**config.mk**
```make
export PLATFORM = sky130hd
export DESIGN_NAME = framed_ascii_command_decoder_flat
export DESIGN_NICKNAME = d
export VERILOG_FILES = /design/src/rtl/core/facd_pkg.sv /design/src/rtl/core/facd_if.sv /design/src/rtl/core/facd_ram.sv /design/src/rtl/core/framed_ascii_command_decoder.sv /design/src/flat_wrapper.sv
export SDC_FILE = /design/constraint.sdc
export NUM_CORES = 1
export LEC_CHECK = 0
export ABC_AREA = 0
export BUFFER_PORTS_ARGS = -buffer_cell sky130_fd_sc_hd__buf_4
export CAP_MARGIN = 40
export CELL_PAD_IN_SITES_DETAIL_PLACEMENT = 1
export CELL_PAD_IN_SITES_GLOBAL_PLACEMENT = 1
export CORE_MARGIN = 2
export CORE_UTILIZATION = 25
export DETAILED_ROUTE_END_ITERATION = 16
export PLACE_DENSITY = 0.48
export SYNTH_ARGS = -nofsm -noshare
export SYNTH_HDL_FRONTEND = slang
export SYNTH_SLANG_ARGS = --single-unit
export TNS_END_PERCENT = 10
```
**constraint.sdc**
```tcl
create_clock -name clk -period 4.25 [get_ports clk]
set_input_delay 0.425 -clock clk [delete_from_list [all_inputs] [get_ports clk]]
set_output_delay 0.425 -clock clk [all_outputs]
set_load 0.02 [all_outputs]
```
**src/rtl/core/facd_pkg.sv**
```systemverilog
package facd_pkg;

  // Text store size and derived widths
  localparam int unsigned MAX_TEXT = 31;
  localparam int unsigned IDX_W    = $clog2(MAX_TEXT);
  localparam int unsigned LEN_W    = $clog2(MAX_TEXT + 1);

  // Leading characters of the trimmed text that the decoder looks at
  localparam int unsigned CH_N = 5;

  // Payload widths
  localparam int unsigned BYTE_W = 8;
  localparam int unsigned CODE_W = 5;
  localparam int unsigned ARG_W  = 10;
  localparam int unsigned STAT_W = 3;

  // Framing and character constants
  localparam logic [7:0] OPEN_MARK  = 8'h3C;
  localparam logic [7:0] CLOSE_MARK = 8'h3E;
  localparam logic [7:0] PRINT_LOW  = 8'd32;
  localparam logic [7:0] PRINT_HIGH = 8'd126;
  localparam logic [7:0] CH_SPACE   = 8'h20;
  localparam logic [7:0] CH_ZERO    = 8'h30;
  localparam logic [7:0] CH_ONE     = 8'h31;
  localparam logic [7:0] CH_A       = 8'h41;

  // Command codes with an argument, and the top valid code
  localparam logic [CODE_W-1:0] CODE_ARG3 = 5'd10;
  localparam logic [CODE_W-1:0] CODE_ARG2 = 5'd16;
  localparam logic [7:0]        CODE_MAX  = 8'h13;

  // Status codes
  localparam logic [STAT_W-1:0] STAT_OK        = 3'd0;
  localparam logic [STAT_W-1:0] STAT_UNKNOWN   = 3'd1;
  localparam logic [STAT_W-1:0] STAT_BAD_LEN   = 3'd2;
  localparam logic [STAT_W-1:0] STAT_NON_DIGIT = 3'd3;
  localparam logic [STAT_W-1:0] STAT_RANGE     = 3'd4;

  function automatic logic is_dec(input logic [7:0] c);
    return (c >= 8'h30) && (c <= 8'h39);
  endfunction

  function automatic logic [3:0] dec_val(input logic [7:0] c);
    logic [7:0] d;
    d = c - CH_ZERO;
    return d[3:0];
  endfunction

  // {valid, value} of an upper-case hex digit
  function automatic logic [4:0] hex_val(input logic [7:0] c);
    logic [7:0] d;
    d = 8'h00;
    if ((c >= 8'h30) && (c <= 8'h39)) begin
      d = c - 8'h30;
      return {1'b1, d[3:0]};
    end else if ((c >= 8'h41) && (c <= 8'h46)) begin
      d = c - 8'h37;
      return {1'b1, d[3:0]};
    end
    return 5'b0_0000;
  endfunction

  function automatic logic [7:0] upcase(input logic [7:0] c);
    if ((c >= 8'h61) && (c <= 8'h7A)) begin
      return c - 8'h20;
    end
    return c;
  endfunction

endpackage

```
**src/rtl/core/facd_if.sv**
```systemverilog
// Input channel: one received byte per beat
interface facd_in_if;
  logic                        valid;
  logic                        ready;
  logic [facd_pkg::BYTE_W-1:0] rx_byte;

  modport source (output valid, output rx_byte, input ready);
  modport sink   (input valid, input rx_byte, output ready);
endinterface

// Result channel: one decoded command per beat
interface facd_out_if;
  logic                        valid;
  logic                        ready;
  logic [facd_pkg::CODE_W-1:0] command_code;
  logic [facd_pkg::ARG_W-1:0]  argument;
  logic [facd_pkg::STAT_W-1:0] status;

  modport source (output valid, output command_code, output argument, output status,
                  input ready);
  modport sink   (input valid, input command_code, input argument, input status,
                  output ready);
endinterface

```
**src/rtl/core/facd_ram.sv**
```systemverilog
module facd_ram #(
  parameter int unsigned WIDTH = 8,
  parameter int unsigned DEPTH = 32
) (
  input  logic                     clk,
  input  logic                     we,
  input  logic [$clog2(DEPTH)-1:0] waddr,
  input  logic [WIDTH-1:0]         wdata,
  input  logic [$clog2(DEPTH)-1:0] raddr,
  output logic [WIDTH-1:0]         rdata
);

  logic [WIDTH-1:0] mem [0:DEPTH-1];

  always_ff @(posedge clk) begin
    if (we) begin
      mem[waddr] <= wdata;
    end
    rdata <= mem[raddr];
  end

endmodule

```
**src/rtl/core/framed_ascii_command_decoder.sv**
```systemverilog
// Framed ASCII command decoder. Bytes arrive one per beat; '<' opens a frame and
// empties the text, printable bytes are stored (up to 31, later ones dropped) and
// '>' closes the frame. After a closing '>' of a frame holding bytes, the text
// memory is read back one byte per cycle through its single read port to find the
// trimmed text, then the decode state decodes it, waiting there while an earlier
// result still waits in the output register. A frame holding a non-space byte
// gives one result beat: command code, argument and status. The input is not
// ready during that walk; the result sits in an output register, so bytes keep
// flowing while it waits to be taken.
module framed_ascii_command_decoder (
  input  logic       clk,
  input  logic       rst_n,
  facd_in_if.sink    in_ch,
  facd_out_if.source out_ch
);
  import facd_pkg::*;

  typedef enum logic [1:0] {ST_IDLE, ST_SCAN, ST_DECODE} state_t;

  state_t             state_r, state_nxt;
  logic               in_frame_r, in_frame_nxt;
  logic [LEN_W-1:0]   len_r, len_nxt;
  logic [LEN_W-1:0]   issue_r, issue_nxt;
  logic [IDX_W-1:0]   data_idx_r, data_idx_nxt;
  logic               found_r, found_nxt;
  logic [IDX_W-1:0]   s_r, s_nxt;
  logic [IDX_W-1:0]   last_r, last_nxt;
  logic [7:0]         ch_r [0:CH_N-1];
  logic [7:0]         ch_nxt [0:CH_N-1];
  logic               out_valid_r, out_valid_nxt;
  logic [CODE_W-1:0]  out_code_r, out_code_nxt;
  logic [ARG_W-1:0]   out_arg_r, out_arg_nxt;
  logic [STAT_W-1:0]  out_stat_r, out_stat_nxt;

  logic               in_fire;
  logic [7:0]         rx;
  logic               ram_we;
  logic [IDX_W-1:0]   ram_raddr;
  logic [7:0]         ram_rdata;

  logic [7:0]         scan_b;
  logic               scan_sp;
  logic [IDX_W-1:0]   scan_s;
  logic [IDX_W-1:0]   scan_k;

  logic [LEN_W-1:0]   trim_len;
  logic               pre_0a, pre_10;
  logic               dig2, dig3, dig4;
  logic [ARG_W-1:0]   val3, val2;
  logic [4:0]         hx_h, hx_l;
  logic [7:0]         hx_code;
  logic [CODE_W-1:0]  dec_code;
  logic [ARG_W-1:0]   dec_arg;
  logic [STAT_W-1:0]  dec_stat;

  // Handshake
  assign in_ch.ready = (state_r == ST_IDLE);
  assign in_fire     = in_ch.valid && in_ch.ready;
  assign rx          = in_ch.rx_byte;

  assign out_ch.valid        = out_valid_r;
  assign out_ch.command_code = out_code_r;
  assign out_ch.argument     = out_arg_r;
  assign out_ch.status       = out_stat_r;

  // Text store
  assign ram_we = in_fire && in_frame_r && (rx != OPEN_MARK) && (rx != CLOSE_MARK) &&
                  (rx >= PRINT_LOW) && (rx <= PRINT_HIGH) &&
                  (len_r < LEN_W'(MAX_TEXT));
  assign ram_raddr = (state_r == ST_SCAN) ? issue_r[IDX_W-1:0] : '0;

  facd_ram #(
    .WIDTH (8),
    .DEPTH (MAX_TEXT)
  ) u_text_ram (
    .clk   (clk),
    .we    (ram_we),
    .waddr (len_r[IDX_W-1:0]),
    .wdata (rx),
    .raddr (ram_raddr),
    .rdata (ram_rdata)
  );

  // Scan of one stored byte: position relative to the first non-space
  assign scan_b  = upcase(ram_rdata);
  assign scan_sp = (ram_rdata == CH_SPACE);
  assign scan_s  = found_r ? s_r : data_idx_r;
  assign scan_k  = data_idx_r - scan_s;

  // Decode of the trimmed text
  assign trim_len = LEN_W'(last_r - s_r) + LEN_W'(1);
  assign pre_0a   = (trim_len >= LEN_W'(2)) && (ch_r[0] == CH_ZERO) && (ch_r[1] == CH_A);
  assign pre_10   = (trim_len >= LEN_W'(2)) && (ch_r[0] == CH_ONE) && (ch_r[1] == CH_ZERO);
  assign dig2     = is_dec(ch_r[2]);
  assign dig3     = is_dec(ch_r[3]);
  assign dig4     = is_dec(ch_r[4]);
  assign val3     = ARG_W'(dec_val(ch_r[2])) * ARG_W'(100) +
                    ARG_W'(dec_val(ch_r[3])) * ARG_W'(10) + ARG_W'(dec_val(ch_r[4]));
  assign val2     = ARG_W'(dec_val(ch_r[2])) * ARG_W'(10) + ARG_W'(dec_val(ch_r[3]));
  assign hx_h     = hex_val(ch_r[0]);
  assign hx_l     = hex_val(ch_r[1]);
  assign hx_code  = {hx_h[3:0], hx_l[3:0]};

  always_comb begin
    dec_code = '0;
    dec_arg  = '0;
    dec_stat = STAT_UNKNOWN;
    if (pre_0a) begin
      dec_code = CODE_ARG3;
      if (trim_len != LEN_W'(5)) begin
        dec_stat = STAT_BAD_LEN;
      end else if (!(dig2 && dig3 && dig4)) begin
        dec_stat = STAT_NON_DIGIT;
      end else if (val3 == '0) begin
        dec_stat = STAT_RANGE;
      end else begin
        dec_stat = STAT_OK;
        dec_arg  = val3;
      end
    end else if (pre_10) begin
      dec_code = CODE_ARG2;
      if (trim_len != LEN_W'(4)) begin
        dec_stat = STAT_BAD_LEN;
      end else if (!(dig2 && dig3)) begin
        dec_stat = STAT_NON_DIGIT;
      end else begin
        dec_stat = STAT_OK;
        dec_arg  = val2;
      end
    end else if (trim_len == LEN_W'(2)) begin
      if (hx_h[4] && hx_l[4] && (hx_code <= CODE_MAX)) begin
        dec_code = hx_code[CODE_W-1:0];
        dec_stat = STAT_OK;
      end
    end
  end

  // Next-state logic
  always_comb begin
    state_nxt     = state_r;
    in_frame_nxt  = in_frame_r;
    len_nxt       = len_r;
    issue_nxt     = issue_r;
    data_idx_nxt  = data_idx_r;
    found_nxt     = found_r;
    s_nxt         = s_r;
    last_nxt      = last_r;
    ch_nxt        = ch_r;
    out_valid_nxt = out_valid_r;
    out_code_nxt  = out_code_r;
    out_arg_nxt   = out_arg_r;
    out_stat_nxt  = out_stat_r;

    if (out_valid_r && out_ch.ready) begin
      out_valid_nxt = 1'b0;
    end

    case (state_r)
      ST_IDLE: begin
        if (in_fire) begin
          if (rx == OPEN_MARK) begin
            in_frame_nxt = 1'b1;
            len_nxt      = '0;
          end else if ((rx == CLOSE_MARK) && in_frame_r) begin
            in_frame_nxt = 1'b0;
            found_nxt    = 1'b0;
            data_idx_nxt = '0;
            issue_nxt    = LEN_W'(1);
            if (len_r != '0) begin
              state_nxt = ST_SCAN;
            end
          end else if (ram_we) begin
            len_nxt = len_r + LEN_W'(1);
          end
        end
      end
      ST_SCAN: begin
        // ram_rdata holds the byte at data_idx_r
        if (!scan_sp) begin
          found_nxt = 1'b1;
          last_nxt  = data_idx_r;
          if (!found_r) begin
            s_nxt = data_idx_r;
          end
        end
        if ((found_r || !scan_sp) && (scan_k < IDX_W'(CH_N))) begin
          ch_nxt[scan_k[$clog2(CH_N)-1:0]] = scan_b;
        end
        if (issue_r < len_r) begin
          issue_nxt = issue_r + LEN_W'(1);
        end
        data_idx_nxt = data_idx_r + IDX_W'(1);
        if (LEN_W'(data_idx_r) == len_r - LEN_W'(1)) begin
          state_nxt = ST_DECODE;
        end
      end
      ST_DECODE: begin
        if (!found_r) begin
          len_nxt   = '0;
          state_nxt = ST_IDLE;
        end else if (!out_valid_r || out_ch.ready) begin
          out_valid_nxt = 1'b1;
          out_code_nxt  = dec_code;
          out_arg_nxt   = dec_arg;
          out_stat_nxt  = dec_stat;
          len_nxt       = '0;
          state_nxt     = ST_IDLE;
        end
      end
      default: begin
        state_nxt = ST_IDLE;
      end
    endcase
  end

  // State and registered outputs
  always_ff @(posedge clk) begin
    if (!rst_n) begin
      state_r     <= ST_IDLE;
      in_frame_r  <= 1'b0;
      len_r       <= '0;
      issue_r     <= '0;
      data_idx_r  <= '0;
      found_r     <= 1'b0;
      out_valid_r <= 1'b0;
    end else begin
      state_r     <= state_nxt;
      in_frame_r  <= in_frame_nxt;
      len_r       <= len_nxt;
      issue_r     <= issue_nxt;
      data_idx_r  <= data_idx_nxt;
      found_r     <= found_nxt;
      out_valid_r <= out_valid_nxt;
      s_r         <= s_nxt;
      last_r      <= last_nxt;
      ch_r        <= ch_nxt;
      out_code_r  <= out_code_nxt;
      out_arg_r   <= out_arg_nxt;
      out_stat_r  <= out_stat_nxt;
    end
  end

  // Checks
  a_result_from_decode: assert property (@(posedge clk) disable iff (!rst_n)
    $rose(out_valid_r) |-> $past(state_r == ST_DECODE))
    else $error("result beat raised outside decode");

  a_len_bound: assert property (@(posedge clk) disable iff (!rst_n)
    len_r <= LEN_W'(MAX_TEXT))
    else $error("text length past store size");

  a_scan_in_range: assert property (@(posedge clk) disable iff (!rst_n)
    (state_r == ST_SCAN) |-> (LEN_W'(data_idx_r) < len_r))
    else $error("scan index past text length");

  a_arg3_nonzero: assert property (@(posedge clk) disable iff (!rst_n)
    (out_valid_r && (out_stat_r == STAT_OK) && (out_code_r == CODE_ARG3)) |->
      (out_arg_r != '0))
    else $error("three-digit argument accepted as zero");

endmodule

```
**src/flat_wrapper.sv**
```systemverilog
// flat-port wrapper written by rule: the top's interface ports become plain ports
module framed_ascii_command_decoder_flat import facd_pkg::*;
  (clk, rst_n, in_ch_valid, in_ch_rx_byte, in_ch_ready, out_ch_valid, out_ch_command_code, out_ch_argument, out_ch_status, out_ch_ready);
  facd_in_if in_ch_i ();
  facd_out_if out_ch_i ();
  input  logic clk;
  input  logic rst_n;
  input wire logic [$bits(in_ch_i.valid)-1:0] in_ch_valid;
  input wire logic [$bits(in_ch_i.rx_byte)-1:0] in_ch_rx_byte;
  output wire logic [$bits(in_ch_i.ready)-1:0] in_ch_ready;
  output wire logic [$bits(out_ch_i.valid)-1:0] out_ch_valid;
  output wire logic [$bits(out_ch_i.command_code)-1:0] out_ch_command_code;
  output wire logic [$bits(out_ch_i.argument)-1:0] out_ch_argument;
  output wire logic [$bits(out_ch_i.status)-1:0] out_ch_status;
  input wire logic [$bits(out_ch_i.ready)-1:0] out_ch_ready;
  assign in_ch_i.valid = in_ch_valid;
  assign in_ch_i.rx_byte = in_ch_rx_byte;
  assign in_ch_ready = in_ch_i.ready;
  assign out_ch_valid = out_ch_i.valid;
  assign out_ch_command_code = out_ch_i.command_code;
  assign out_ch_argument = out_ch_i.argument;
  assign out_ch_status = out_ch_i.status;
  assign out_ch_i.ready = out_ch_ready;
  framed_ascii_command_decoder u_core (.clk(clk), .rst_n(rst_n), .in_ch(in_ch_i), .out_ch(out_ch_i));
endmodule
```
# Word-level counts from Yosys, hierarchy flattened
# Memory sizes are Yosys's and may differ from the RTL's. A register that Yosys moved wholly into a read port is not among the register bits.
# Cells that the tools add are included.
# W data, S select, Z words.
# op_classes
n_addsub	18
multipliers	3
n_div	0
n_lt_le_gt_ge	25
n_eq_ne	25
shifts	0
n_mux	73
n_bitwise	4
n_reduce_logical	47
# op_table
op	count
$mux W5	24
$mux W10	7
$eq A8 B6 Y1 const B	6
$ge A8 B6 Y1 const B	6
$bwmux W40	1
$le A8 B6 Y1 const B	5
$le A8 B7 Y1 const B	4
$pmux W5 S2	3
$logic_and A1 B1 Y1	27
$demux W8 S3	1
$ge A8 B7 Y1 const B	3
$mux W8	3
$mux W3	7
$add A5 B1 Y5 const B	4
$sub A4 B1 Y4 const B	5
$mux W1	17
$mux W2	8
$ne A8 B6 Y1 const B	2
$reduce_and A5 Y1	3
$mul A4 B3 Y7 const B	2
$ne A2 B2 Y1 const B	7
$add A10 B4 Y10	1
$add A10 B8 Y10	1
$logic_not A10 Y1	1
33 further kinds	47
# word_totals
ff_bits	88
latch_bits	0
ram_bits	248
romBits	0
word_cells	214
n_memories	1
# mem_list
memory	depth	word_bits	read_ports	rd_ports_with_merged_regs	write_ports	line_no	rtl
u_core.u_text_ram.mem	31	8	1	1	1	facd_ram.sv:13	logic [WIDTH-1:0] mem [0:DEPTH-1];

# Logic depth before layout (Yosys ltp)
# Gate-level depths: netlist of run 1.
# logic_depth
word_depth	13
mapped_depth	14
depth_no_buf	14

# By module
# From an unflattened synthesis of run 1, not the netlist that was laid out.
# hier_totals
hier_cells	1088
hier_area_um2	15884.0
# by_module_without_submodules
mod	n_inst	cells_per_inst	area_per_inst_um2	seq_area_each_um2
facd_ram	1	561	10109.7	7607.3
framed_ascii_command_decoder	1	527	5774.3	2442.3

# Worst setup path before layout of run 1
# Ideal clock, no wire load.
# synth_path
kind	register -> register
startpoint	reg u_core.ch_r[9] in the netlist's numbering
endpoint	reg u_core.out_stat_r[2], in the netlist u_core.out_ch.status[2], data pin
arrival_ps	3069
slack_ps	1005
stages_incl_launch_ff	13
n_path_buf	0
synth_period_minus_slack_ps	3245
cell_sequence	edfxtp_1 -> ha_1 -> ha_1 -> fa_1 -> xor2_1 -> ha_1 -> ha_1 -> nand3_1 -> o2111ai_1 -> o31ai_1 -> xnor2_1 -> o211ai_1 -> nor4_1
# synth_via
elab_chain_cells	9
# synth_lines
item	line_no	rtl
start, declared	framed_ascii_command_decoder.sv:28	logic [7:0] ch_r [0:CH_N-1];
start signal, assigned	framed_ascii_command_decoder.sv:236	ch_r <= ch_nxt;
$sub A4 B1 Y4	facd_pkg.sv:45	d = c - CH_ZERO;
$mul A4 B3 Y7	framed_ascii_command_decoder.sv:98	ARG_W'(dec_val(ch_r[3])) * ARG_W'(10) + ARG_W'(dec_val(ch_r[4]));
$add A10 B8 Y10	framed_ascii_command_decoder.sv:97	assign val3 = ARG_W'(dec_val(ch_r[2])) * ARG_W'(100) +
$add A10 B4 Y10	framed_ascii_command_decoder.sv:98	
$logic_not A10 Y1	framed_ascii_command_decoder.sv:114	end else if (val3 == '0) begin
$mux W3	framed_ascii_command_decoder.sv:114	
$mux W3 (*)	framed_ascii_command_decoder.sv:112	end else if (!(dig2 && dig3 && dig4)) begin
$mux W3 (*)	framed_ascii_command_decoder.sv:110	if (trim_len != LEN_W'(5)) begin
$mux W3 (*)	framed_ascii_command_decoder.sv:108	if (pre_0a) begin
end signal, assigned	framed_ascii_command_decoder.sv:239	out_stat_r <= out_stat_nxt;
end, declared	framed_ascii_command_decoder.sv:33	logic [STAT_W-1:0] out_stat_r, out_stat_nxt;
# Mark *: on every way between the ends. The rest lies on a longest branch, timed or not.
# A chain may end at the register's enable or synchronous reset.

# Worst setup path after layout of run 1
# Same ends and word-level chain as after synthesis.

==> flow_summary.yaml, run 1 <==
hold_path:
  hold_path_end: "u_core.u_text_ram.mem[29][3]"
  hp-class: "primary input to flip-flop"
  min-delay-start: "in_ch_rx_byte[3]"
  hold-path-cell-count: 1
logic_synthesis:
  synth-warning-count: 0
  syn_area_per_cell_um2: 14.37
  yosysTopAreaCell: "edfxtp_1"
  seq_area_frac_synth_pct: 65.46
  yosysMostFrequentCell: "edfxtp_1"
  synth_cells: 1068
  yosys-top-cells-area: "edfxtp_1 (62%), ha_1 (5.4%), mux4_2 (4.7%)"
  synth_top_area_share_pct: 61.81
  async_flop_share_pct: 0
  synth_edf_count: 316
  synth_common_cells: "edfxtp_1 (316), nor2_1 (94), nand2_1 (68)"
  ys.flop_type: "edfxtp_1"
  ys_ff_latch: 344
  syn_area_um2: 15350
  yosysUniqueCellTypes: 71
  syn_nets: 1155
drt:
  routed_via_density: 4.596
  ant_nets: 0
  vias: 9026
  totalWireLength_um: 40430
  drt_first_iter_violations: 543
  detail_route.wl_per_cell_um: 20.58
  drtPass1Iterations: 4
  drc: 0
timing:
  period_share_pct: 82.02
  finalSetupTns_ns: 0
  fmax_mhz: 286.9
  relSlewSlack_pct: 49.58
  rsz0062_at_grt: "false"
  finClkSkew_ns: 0.02496
  setup_viol: 0
  timing.final.crit_period_ns: 3.486
  finalHoldViolCount: 0
  report.final.slew_viol_count: 0
  worst-slew-pin-transition_ns: 0.7513
final_layout:
  final_util_pct: 29.95
  fill_cells: 6439
  fin_nets: 1236
  instances_no_fill: 1964
  drive_gt1_share_pct: 15.74
  area.growth.synth_to_final_pct: 18.19
  insertedDiodeCount: 0
setup_path:
  rr_startpoint: "u_core.ch_r[9]"
  arrival_ns: 3.86
  r2r_end: "u_core.out_ch.status[2]"
  rr_worst_depth: 12
  cp-end-kind: "flip-flop"
  crit_chain: "ha_1 -> ha_1 -> fa_1 -> xor2_1 -> ha_1 -> ha_1 -> nand3_1 -> o2111ai_1 -> o31ai_1 -> xnor2_1 -> o211ai_1 -> nor4_1"
  crit_buf_inv: 0
  critPathTopFamily: "adder cells"
  critPathMaxStageDelay_ns: 0.45
  criticalPathCategory: "flip-flop to flip-flop"
  cp_data_required_time_ns: 4.63
  crit_cells: 12
  crit_path_max_fanout: 5
  r2r_slack_ns: 0.76
  critPathSlowestCell: "edfxtp_1"
  cpMostUsedCell: "ha_1"
  start_kind: "flip-flop"
die:
  top_level_ports: 32
  dieArea_um2: 63410
  start_util_pct: 25.34
  die_x_um: 251.8
  coreArea_um2: 60580
  rows: 90
  die_h_um: 251.8
global_routing:
  grt_pass1_vias: 9685
  grt_overflow: 0
  grt_pass1_wl_um: 61990
  antenna_found_initial: 0
  gr-usage-all-layers_pct: 12.94
  grt_max_degree: 46
clocking:
  htreeDepth: 2
  hold_buffers: 0
  numCtsBuffers: 41
  root_buffer: "clkbuf_16"
  worstSkewPairLatency_ns: 0.57
  clkSlewWorstSetupHoldPaths_ns: 0.06
  cts_sinks: 344
  ctsResizeCount: 0
  cts_tree: "yes"
  postCtsSetupBuffers: 0
  cts_buffer_depth: 3
placement:
  routabilityCongestion: 0.8700
  hpwl_um: 26950
  place_inst: 1888
  port_buffers: 31
run:
  max-cap-violations: 0
pwr:
  ir_drop_mv: 0.3671
  cellPowerDensity_nw_per_um2: 406.5
  power.leakage_nw: 6.099
status:
  status: "complete, no violations"
==> state kept, by name (all words and copies together), names as in the netlist <==
name	cells
u_core.u_text_ram.mem	248
u_core.ch_r	40
u_core.out_ch.argument	10
u_core.u_text_ram.rdata	8
u_core.data_idx_r	5
u_core.issue_r	5
u_core.last_r	5
u_core.len_r	5
u_core.out_ch.command_code	5
u_core.s_r	5
u_core.out_ch.status	3
u_core.state_r	2
u_core.found_r	1
u_core.in_frame_r	1
u_core.out_ch.valid	1
==> cell type report <==
| class | instances | area [µm²] | share of cell area, % |
|---|---|---|---|
| Inverter | 52 | 195.2 | 1.076 |
| Sequential cell | 344 | 10050 | 55.40 |
| Tap cell | 782 | 978.4 | 5.392 |
| Clock buffer | 52 | 1089 | 5.999 |
| Timing Repair Buffer | 74 | 563.0 | 3.103 |
| Multi-Input combinational cell | 636 | 4969 | 27.38 |
| Clock inverter | 24 | 299.0 | 1.648 |
==> metrics by stage <==
step / power [mW] / setup WS, ns / hold slack (ns) / instance area (µm²)
final: 7.375 / 0.7640 / 0.1399 / 18140
after global routing: 7.592 / 0.4990 / 0.1156 / 18140
after CTS: 7.488 / 0.7250 / 0.1160 / 18140
after detailed placement: 3.830 / 0.7460 / 0.5147 / 16760
after global placement: 3.828 / 0.7934 / 0.4988 / 16730
after floorplan: 3.760 / 1.005 / 0.4712 / 15350
==> power breakdown <==
part | switching [mW] | internal (mW)
clock | 1.43 | 2.19
combinational | 0.0628 | 0.0124
sequential | 0.000133 | 3.68
total | 1.49 | 5.88
==> cells by family after synthesis <==
group,synth area share [%]
xor gates and xnor gates,2.396
muxes,6.129
and+or+nand+nor,9.274
adders and majority gates,6.553
buffers and inverters,2.217
AOI/OAI and AO/OA,7.971
DFF,65.46
==> worst max path at each step <==
stage | from | endpoint | slack (ns)
finish | u_core.ch_r[9] | u_core.out_ch.status[2] | 0.76
floorplan | u_core.ch_r[9] | u_core.out_ch.status[2] | 1.01
global placement | u_core.ch_r[9] | u_core.out_ch.status[2] | 0.79
CTS | u_core.ch_r[11] | u_core.out_ch.status[2] | 0.72
detailed placement | u_core.ch_r[11] | u_core.out_ch.status[2] | 0.75
global route | u_core.ch_r[11] | u_core.out_ch.status[2] | 0.50
==> placed cells by master, fill, tap and decap left out, drive strengths merged, types with 12 or more instances in the layout <==
cell,synthesis,routed
o21ai,32,32
a21oi,34,34
nand4,14,14
clkbuf,24,52
ha,66,66
xnor2,26,26
edfxtp,316,316
o211ai,28,28
nor2,94,94
o22ai,12,12
inv,50,51
mux2i,13,13
nand3,33,33
nor3,19,19
xor2,16,16
buf,12,74
o221ai,15,15
nand2,68,68
dfxtp,28,28
clkinv,2,18
mux4,32,32
nor2b,14,14
==> metal layers <==
layer	share of wire [%]	up-vias	global-route usage (%)	wire, µm
met3	2.8	53	1.909	1147
met1	49	4592	17.99	19710
met2	46	117	20.87	18650
li1	-	4264	-	-
met5	0	-	0	0
met4	2.3	0	3.973	925
Power figures use the tool's default switching activity.
==> inputs of run 2 (changes only) <==
--- a/config.mk
+++ b/config.mk
@@ -13,7 +13,7 @@
 export CORE_MARGIN = 2
 export CORE_UTILIZATION = 25
 export DETAILED_ROUTE_END_ITERATION = 16
-export PLACE_DENSITY = 0.48
+export PLACE_DENSITY = 0.49
 export SYNTH_ARGS = -nofsm -noshare
 export SYNTH_HDL_FRONTEND = slang
 export SYNTH_SLANG_ARGS = --single-unit
==> constraint.sdc (replaced) <==
create_clock -name clk -period 2.9 [get_ports clk]
set_input_delay 0.29 -clock clk [delete_from_list [all_inputs] [get_ports clk]]
set_output_delay 0.29 -clock clk [all_outputs]
set_load 0.02 [all_outputs]
==> flow_summary.yaml, run 2 (same netlist as run 1, synthesis figures left out) <==
status:
  status: "finished, violations left"
  violations: "negative setup slack"
placement:
  hpwl_um: 27820
  port_buffers: 31
  place_inst: 1963
  routabilityCongestion: 0.8560
timing:
  setup_slack_ns: -0.2634
  report.final.slew_viol_count: 0
  relSlewSlack_pct: 47.63
  fmax_mhz: 316.1
  finClkSkew_ns: 0.05547
  rsz0062_at_grt: "true"
  finalHoldViolCount: 0
  timing.final.crit_period_ns: 3.163
  period_share_pct: 109.1
  worst-slew-pin-transition_ns: 0.7855
  setup_viol: 4
final_layout:
  largest_reg_flops: 248
  insertedDiodeCount: 0
  instances_no_fill: 2046
  area.growth.synth_to_final_pct: 23.28
  layout_common_cells: "edfxtp_1 (316), buf_4 (150), nor2_1 (94)"
  regMostFlops: "u_core.u_text_ram.mem"
  layout_commonest_cell: "edfxtp_1"
  fin_nets: 1319
  drive_gt1_share_pct: 23.50
die:
  die_x_um: 251.8
  rows: 90
  die_h_um: 251.8
  dieArea_um2: 63410
  start_util_pct: 25.34
  top_level_ports: 32
  coreArea_um2: 60580
clocking:
  cts_buffer_depth: 3
  clkSlewWorstSetupHoldPaths_ns: 0.06
  root_buffer: "clkbuf_16"
  htreeDepth: 2
  numCtsBuffers: 42
  worstSkewPairLatency_ns: 0.59
  cts_tree: "yes"
  cts_sinks: 344
drt:
  drtPass1Iterations: 4
  routed_via_density: 4.638
  detail_route.wl_per_cell_um: 20.14
  totalWireLength_um: 41210
  drc: 0
  drt_first_iter_violations: 648
  vias: 9489
  ant_nets: 0
hold_path:
  hp-class: "primary input to flip-flop"
setup_path:
  criticalPathCategory: "flip-flop to flip-flop"
  critPathSlowestCell: "edfxtp_1"
  crit_chain: "ha_1 -> ha_2 -> fa_2 -> xor2_1 -> ha_1 -> ha_4 -> o21a_1 -> o31a_1 -> o21a_1 -> o21a_1 -> o211ai_1 -> nor4_2"
  crit_buf_inv: 0
  cpMostUsedCell: "o21a_1"
  critPathMaxStageDelay_ns: 0.40
  critPathTopFamily: "adder cells"
  crit_path_max_fanout: 5
  arrival_ns: 3.47
  cp-end-kind: "flip-flop"
  start_kind: "flip-flop"
  cp_data_required_time_ns: 3.21
pwr:
  ir_drop_mv: 0.3659
  combPwrFrac_pct: 1.1
  power.leakage_nw: 6.510
  p_switching_mw: 2.245
  power_mw: 10.48
  cellPowerDensity_nw_per_um2: 553.7
  seqPwrFrac_pct: 51.5
  cellInternalPower_mw: 8.234
  p_sw_share_pct: 21.42
  power.share.clock_pct: 47.5
global_routing:
  gr-usage-all-layers_pct: 13.17
  grt_max_degree: 35
  grt_overflow: 0
  grt_pass1_wl_um: 63020
  antenna_found_initial: 1
  grt_pass1_vias: 10120
run:
  max-cap-violations: 0
==> run 2: changes by cell type in the layout (fill, tap and decap cells not counted), moves of 4 or more <==
cell	change
buf_4	+77
bufinv_16	-5
clkinv_2	+4
ha_1	-6
ha_4	+4
==> run 2: final cells by class <==
type	instances	area, µm²
Timing Repair Buffer	156	1219
Clock buffer	53	1102
Inverter	52	195.2
Multi-Input combinational cell	636	5170
Clock inverter	23	209.0
Tap cell	782	978.4
Fill cell	6442	41660
Sequential cell	344	10050
==> run 2: worst paths after layout <==
check / from / to / slack (ns) / cells past startpoint
setup / recovery: u_core.ch_r[11] / u_core.out_ch.status[2] / -0.26 / 12
hold reg to reg: u_core.in_frame_r / u_core.in_frame_r / 0.53 / 2
setup reg to reg: u_core.ch_r[11] / u_core.out_ch.status[2] / -0.26 / 12
hold / removal: in_ch_rx_byte[7] / u_core.u_text_ram.mem[18][7] / 0.03 / 1
==> run 2: through the flow <==
stage	TNS (ns)	utilization, %	instance area, µm²	setup WS (ns)	hold WS, ns
final	-0.8077	31.24	18930	-0.2634	0.03285
after global routing	-1.735	31.24	18930	-0.4686	0.03059
after CTS	-0.7936	31.02	18790	-0.3338	0.007785
after detailed placement	-2.860	28.72	17400	-0.3910	0.5143
after global placement	-1.387	28.72	17400	-0.2826	0.5022
after floorplan	-1.448	-	15400	-0.2086	0.3889
==> run 2: power groups by stage <==
stage / sequential (mW) / combinational, mW / clock [mW]
2_1_floorplan: 5.50 / 0.0124 / 0
3_3_place_gp: 5.50 / 0.112 / 0
3_5_place_dp: 5.50 / 0.116 / 0
4_1_cts: 5.39 / 0.118 / 5.13
5_1_grt: 5.39 / 0.124 / 5.32
6_report: 5.39 / 0.113 / 4.97
==> run 2: what timing repair did <==
| action | CTS | global route |
|---|---|---|
| gates resized for setup | 12 | 18 |
| pin swaps | 12 | 15 |
| endpoints found under the setup margin | 43 | 45 |
| hold buffers | 1 | 0 |
| hold endpoints to repair | 2 | 0 |
| buffers inserted | 2 | 4 |
==> run 2: layer usage <==
layer | routed length, µm | share of wire [%] | vias up | track usage (%)
met5 | 0 | 0 | - | 0
met4 | 1152 | 2.8 | 0 | 4.615
met3 | 1140 | 2.8 | 66 | 1.847
met2 | 19070 | 46 | 129 | 21.28
met1 | 19840 | 48 | 4862 | 18.10
li1 | - | - | 4432 | -
==> inputs of run 3 (changes only) <==
--- a/config.mk
+++ b/config.mk
@@ -6,15 +6,16 @@
 export NUM_CORES = 1
 export LEC_CHECK = 0
 export ABC_AREA = 0
-export BUFFER_PORTS_ARGS = -buffer_cell sky130_fd_sc_hd__buf_4
 export CAP_MARGIN = 40
 export CELL_PAD_IN_SITES_DETAIL_PLACEMENT = 1
 export CELL_PAD_IN_SITES_GLOBAL_PLACEMENT = 1
 export CORE_MARGIN = 2
 export CORE_UTILIZATION = 25
 export DETAILED_ROUTE_END_ITERATION = 16
-export PLACE_DENSITY = 0.49
+export DONT_BUFFER_PORTS = 1
+export PLACE_DENSITY = 0.48
 export SYNTH_ARGS = -nofsm -noshare
 export SYNTH_HDL_FRONTEND = slang
+export SYNTH_HIERARCHICAL = 1
 export SYNTH_SLANG_ARGS = --single-unit
 export TNS_END_PERCENT = 10
==> flow_summary.yaml, run 3 <==
die:
  die_x_um: 256.1
  start_util_pct: 25.23
  dieArea_um2: 65570
  top_level_ports: 32
  coreArea_um2: 62970
  die_h_um: 256.1
  rows: 92
timing:
  setup_viol: 58
  fmax_mhz: 311.5
  worst-slew-pin-transition_ns: 0.5695
  setup_slack_ns: -0.3107
  period_share_pct: 110.7
  relSlewSlack_pct: 61.64
  finClkSkew_ns: 0.02947
  report.final.slew_viol_count: 0
  timing.final.crit_period_ns: 3.211
  rsz0062_at_grt: "true"
  finalHoldViolCount: 0
clocking:
  root_buffer: "clkbuf_16"
  htreeDepth: 2
  cts_sinks: 344
  numCtsBuffers: 41
  clkSlewWorstSetupHoldPaths_ns: 0.06
  worstSkewPairLatency_ns: 0.59
  cts_tree: "yes"
  cts_buffer_depth: 3
global_routing:
  grt_overflow: 0
  grt_max_degree: 33
  antenna_found_initial: 4
  gr-usage-all-layers_pct: 13.59
  grt_pass1_wl_um: 66570
  grt_pass1_vias: 10430
setup_path:
  cp_data_required_time_ns: 3.23
  arrival_ns: 3.54
  critPathMaxStageDelay_ns: 0.46
  critPathTopFamily: "adder cells"
  cp-end-kind: "flip-flop"
  critPathSlowestCell: "fa_1"
  crit_buf_inv: 4
  criticalPathCategory: "flip-flop to flip-flop"
  cpMostUsedCell: "buf_6"
  crit_chain: "ha_1 -> inv_1 -> ha_2 -> fa_1 -> buf_4 -> or2_4 -> or4_4 -> o211ai_4 -> buf_6 -> nor4_4 -> buf_6 -> a32o_1"
  start_kind: "flip-flop"
  crit_path_max_fanout: 9
status:
  violations: "negative setup slack"
  status: "finished, violations left"
placement:
  port_buffers: 0
  routabilityCongestion: 0.7719
  hpwl_um: 29570
logic_synthesis:
  synth-warning-count: 6
  synth_top_area_share_pct: 59.74
  ys.flop_type: "edfxtp_1"
  syn_area_um2: 15880
  synth_edf_count: 316
  yosys-top-cells-area: "edfxtp_1 (60%), mux2i_1 (5.2%), ha_1 (5.0%)"
  yosysTopAreaCell: "edfxtp_1"
  yosysMostFrequentCell: "edfxtp_1"
  ys_ff_latch: 344
  async_flop_share_pct: 0
  synth_common_cells: "edfxtp_1 (316), mux2i_1 (83), ha_1 (63)"
  synth_cells: 1088
  yosysUniqueCellTypes: 85
  syn_nets: 1172
  syn_area_per_cell_um2: 14.60
  seq_area_frac_synth_pct: 63.27
final_layout:
  fin_nets: 1357
  drive_gt1_share_pct: 24.73
  largest_reg_flops: 248
  area.growth.synth_to_final_pct: 26.09
  final_util_pct: 31.81
  layout_common_cells: "edfxtp_1 (316), buf_4 (142), mux2i_1 (82)"
  fill_cells: 6647
  regMostFlops: "u_core/u_text_ram/mem"
  layout_commonest_cell: "edfxtp_1"
drt:
  ant_nets: 0
  drc: 0
  vias: 9676
  totalWireLength_um: 44350
  routed_via_density: 4.494
  drt_first_iter_violations: 540
  drtPass1Iterations: 4
  detail_route.wl_per_cell_um: 20.60
pwr:
  ir_drop_mv: 0.4522
  cellPowerDensity_nw_per_um2: 530.1
  power_mw: 10.62
  power.leakage_nw: 6.777
hold_path:
  hp-class: "primary input to flip-flop"
run:
  max-cap-violations: 0
==> run 3: changes by cell type after synthesis, sizes merged, moves of 13 or more <==
cell	previous run	this run
mux2i	13	83
nor2	94	57
a22oi	2	26
o211ai	28	4
o221ai	15	0
a21oi	34	48
mux4	32	18
nand2	68	55
==> run 3: area by class of cell <==
cell class              instances  area (µm²)  area share, %
well taps                     846        1059          5.285
multi-input cells             666        5784          28.88
clock buffers                  46        1045          5.216
repair buffers                179        1629          8.134
flip-flops and latches        344       10050          50.19
inverters                      41       156.4         0.7809
clock inverters                26       290.3          1.449
diodes                          5       12.51        0.06247
==> run 3: report_power, final <==
part | internal (mW) | switching (mW) | total, mW
Combinational | 0.0383 | 0.0860 | 0.124
Clock | 2.98 | 2.12 | 5.10
Sequential | 5.39 | 0.000196 | 5.39
Total | 8.41 | 2.21 | 10.6
==> run 3: through the flow <==
| step | TNS [ns] | instance area [µm²] | std cells | hold WS [ns] | setup slack, ns |
|---|---|---|---|---|---|
| after floorplan | -13.14 | 16050 | 1088 | 0.3889 | -0.3964 |
| after global placement | -20.29 | 18100 | 2051 | 0.3915 | -0.6003 |
| after detailed placement | -20.72 | 18110 | 2052 | 0.3911 | -0.5186 |
| after CTS | -15.75 | 19790 | 2145 | 0.01506 | -0.4370 |
| after global routing | -20.38 | 20020 | 2151 | 0.03813 | -0.4551 |
| final | -13.42 | 20030 | 2153 | 0.03733 | -0.3107 |
==> run 3: cell families after synthesis <==
family / after synthesis / share of synthesized area (%)
DFF: 344 / 63.27
and+or+nand+nor: 280 / 9.839
AOI/OAI and AO/OA: 171 / 7.641
muxes: 110 / 8.492
buffers and inverters: 78 / 2.749
adders and majority gates: 72 / 6.097
xor gates and xnor gates: 33 / 1.914
==> run 3: worst reg2reg max path: stages (launching register included) <==
cell and delay (ns):
edfxtp_1 0.39, ha_1 0.28, inv_1 0.04, ha_2 0.19, fa_1 0.46, buf_4 0.16, or2_4 0.22, or4_4 0.44
o211ai_4 0.22, buf_6 0.16, nor4_4 0.05, buf_6 0.14, a32o_1 0.22
==> run 3: final timing paths <==
path / end / startpoint / depth (start not counted) / slack [ns]
min: u_core/state_r[1] / rst_n / 2 / 0.04
max: u_core/out_ch.argument[7] / u_core/s_r[1] / 12 / -0.31
max reg2reg: u_core/out_ch.argument[7] / u_core/s_r[1] / 12 / -0.31
min reg2reg: u_core/issue_r[4] / u_core/issue_r[4] / 2 / 0.49
==> run 3: layer usage <==
metal	track usage, %	wire, µm	vias up
li1	-	-	4591
met1	16.63	18860	4905
met5	0	0	-
met4	4.483	1128	0
met2	24.32	22950	114
met3	2.090	1408	66
==> run 3: timing repair <==
action,4_1_cts,5_1_grt
hold endpoints to repair,256,0
setup endpoints to repair,58,67
resized for setup,15,30
pin swaps,13,17
hold buffers,17,0
setup buffers,4,4
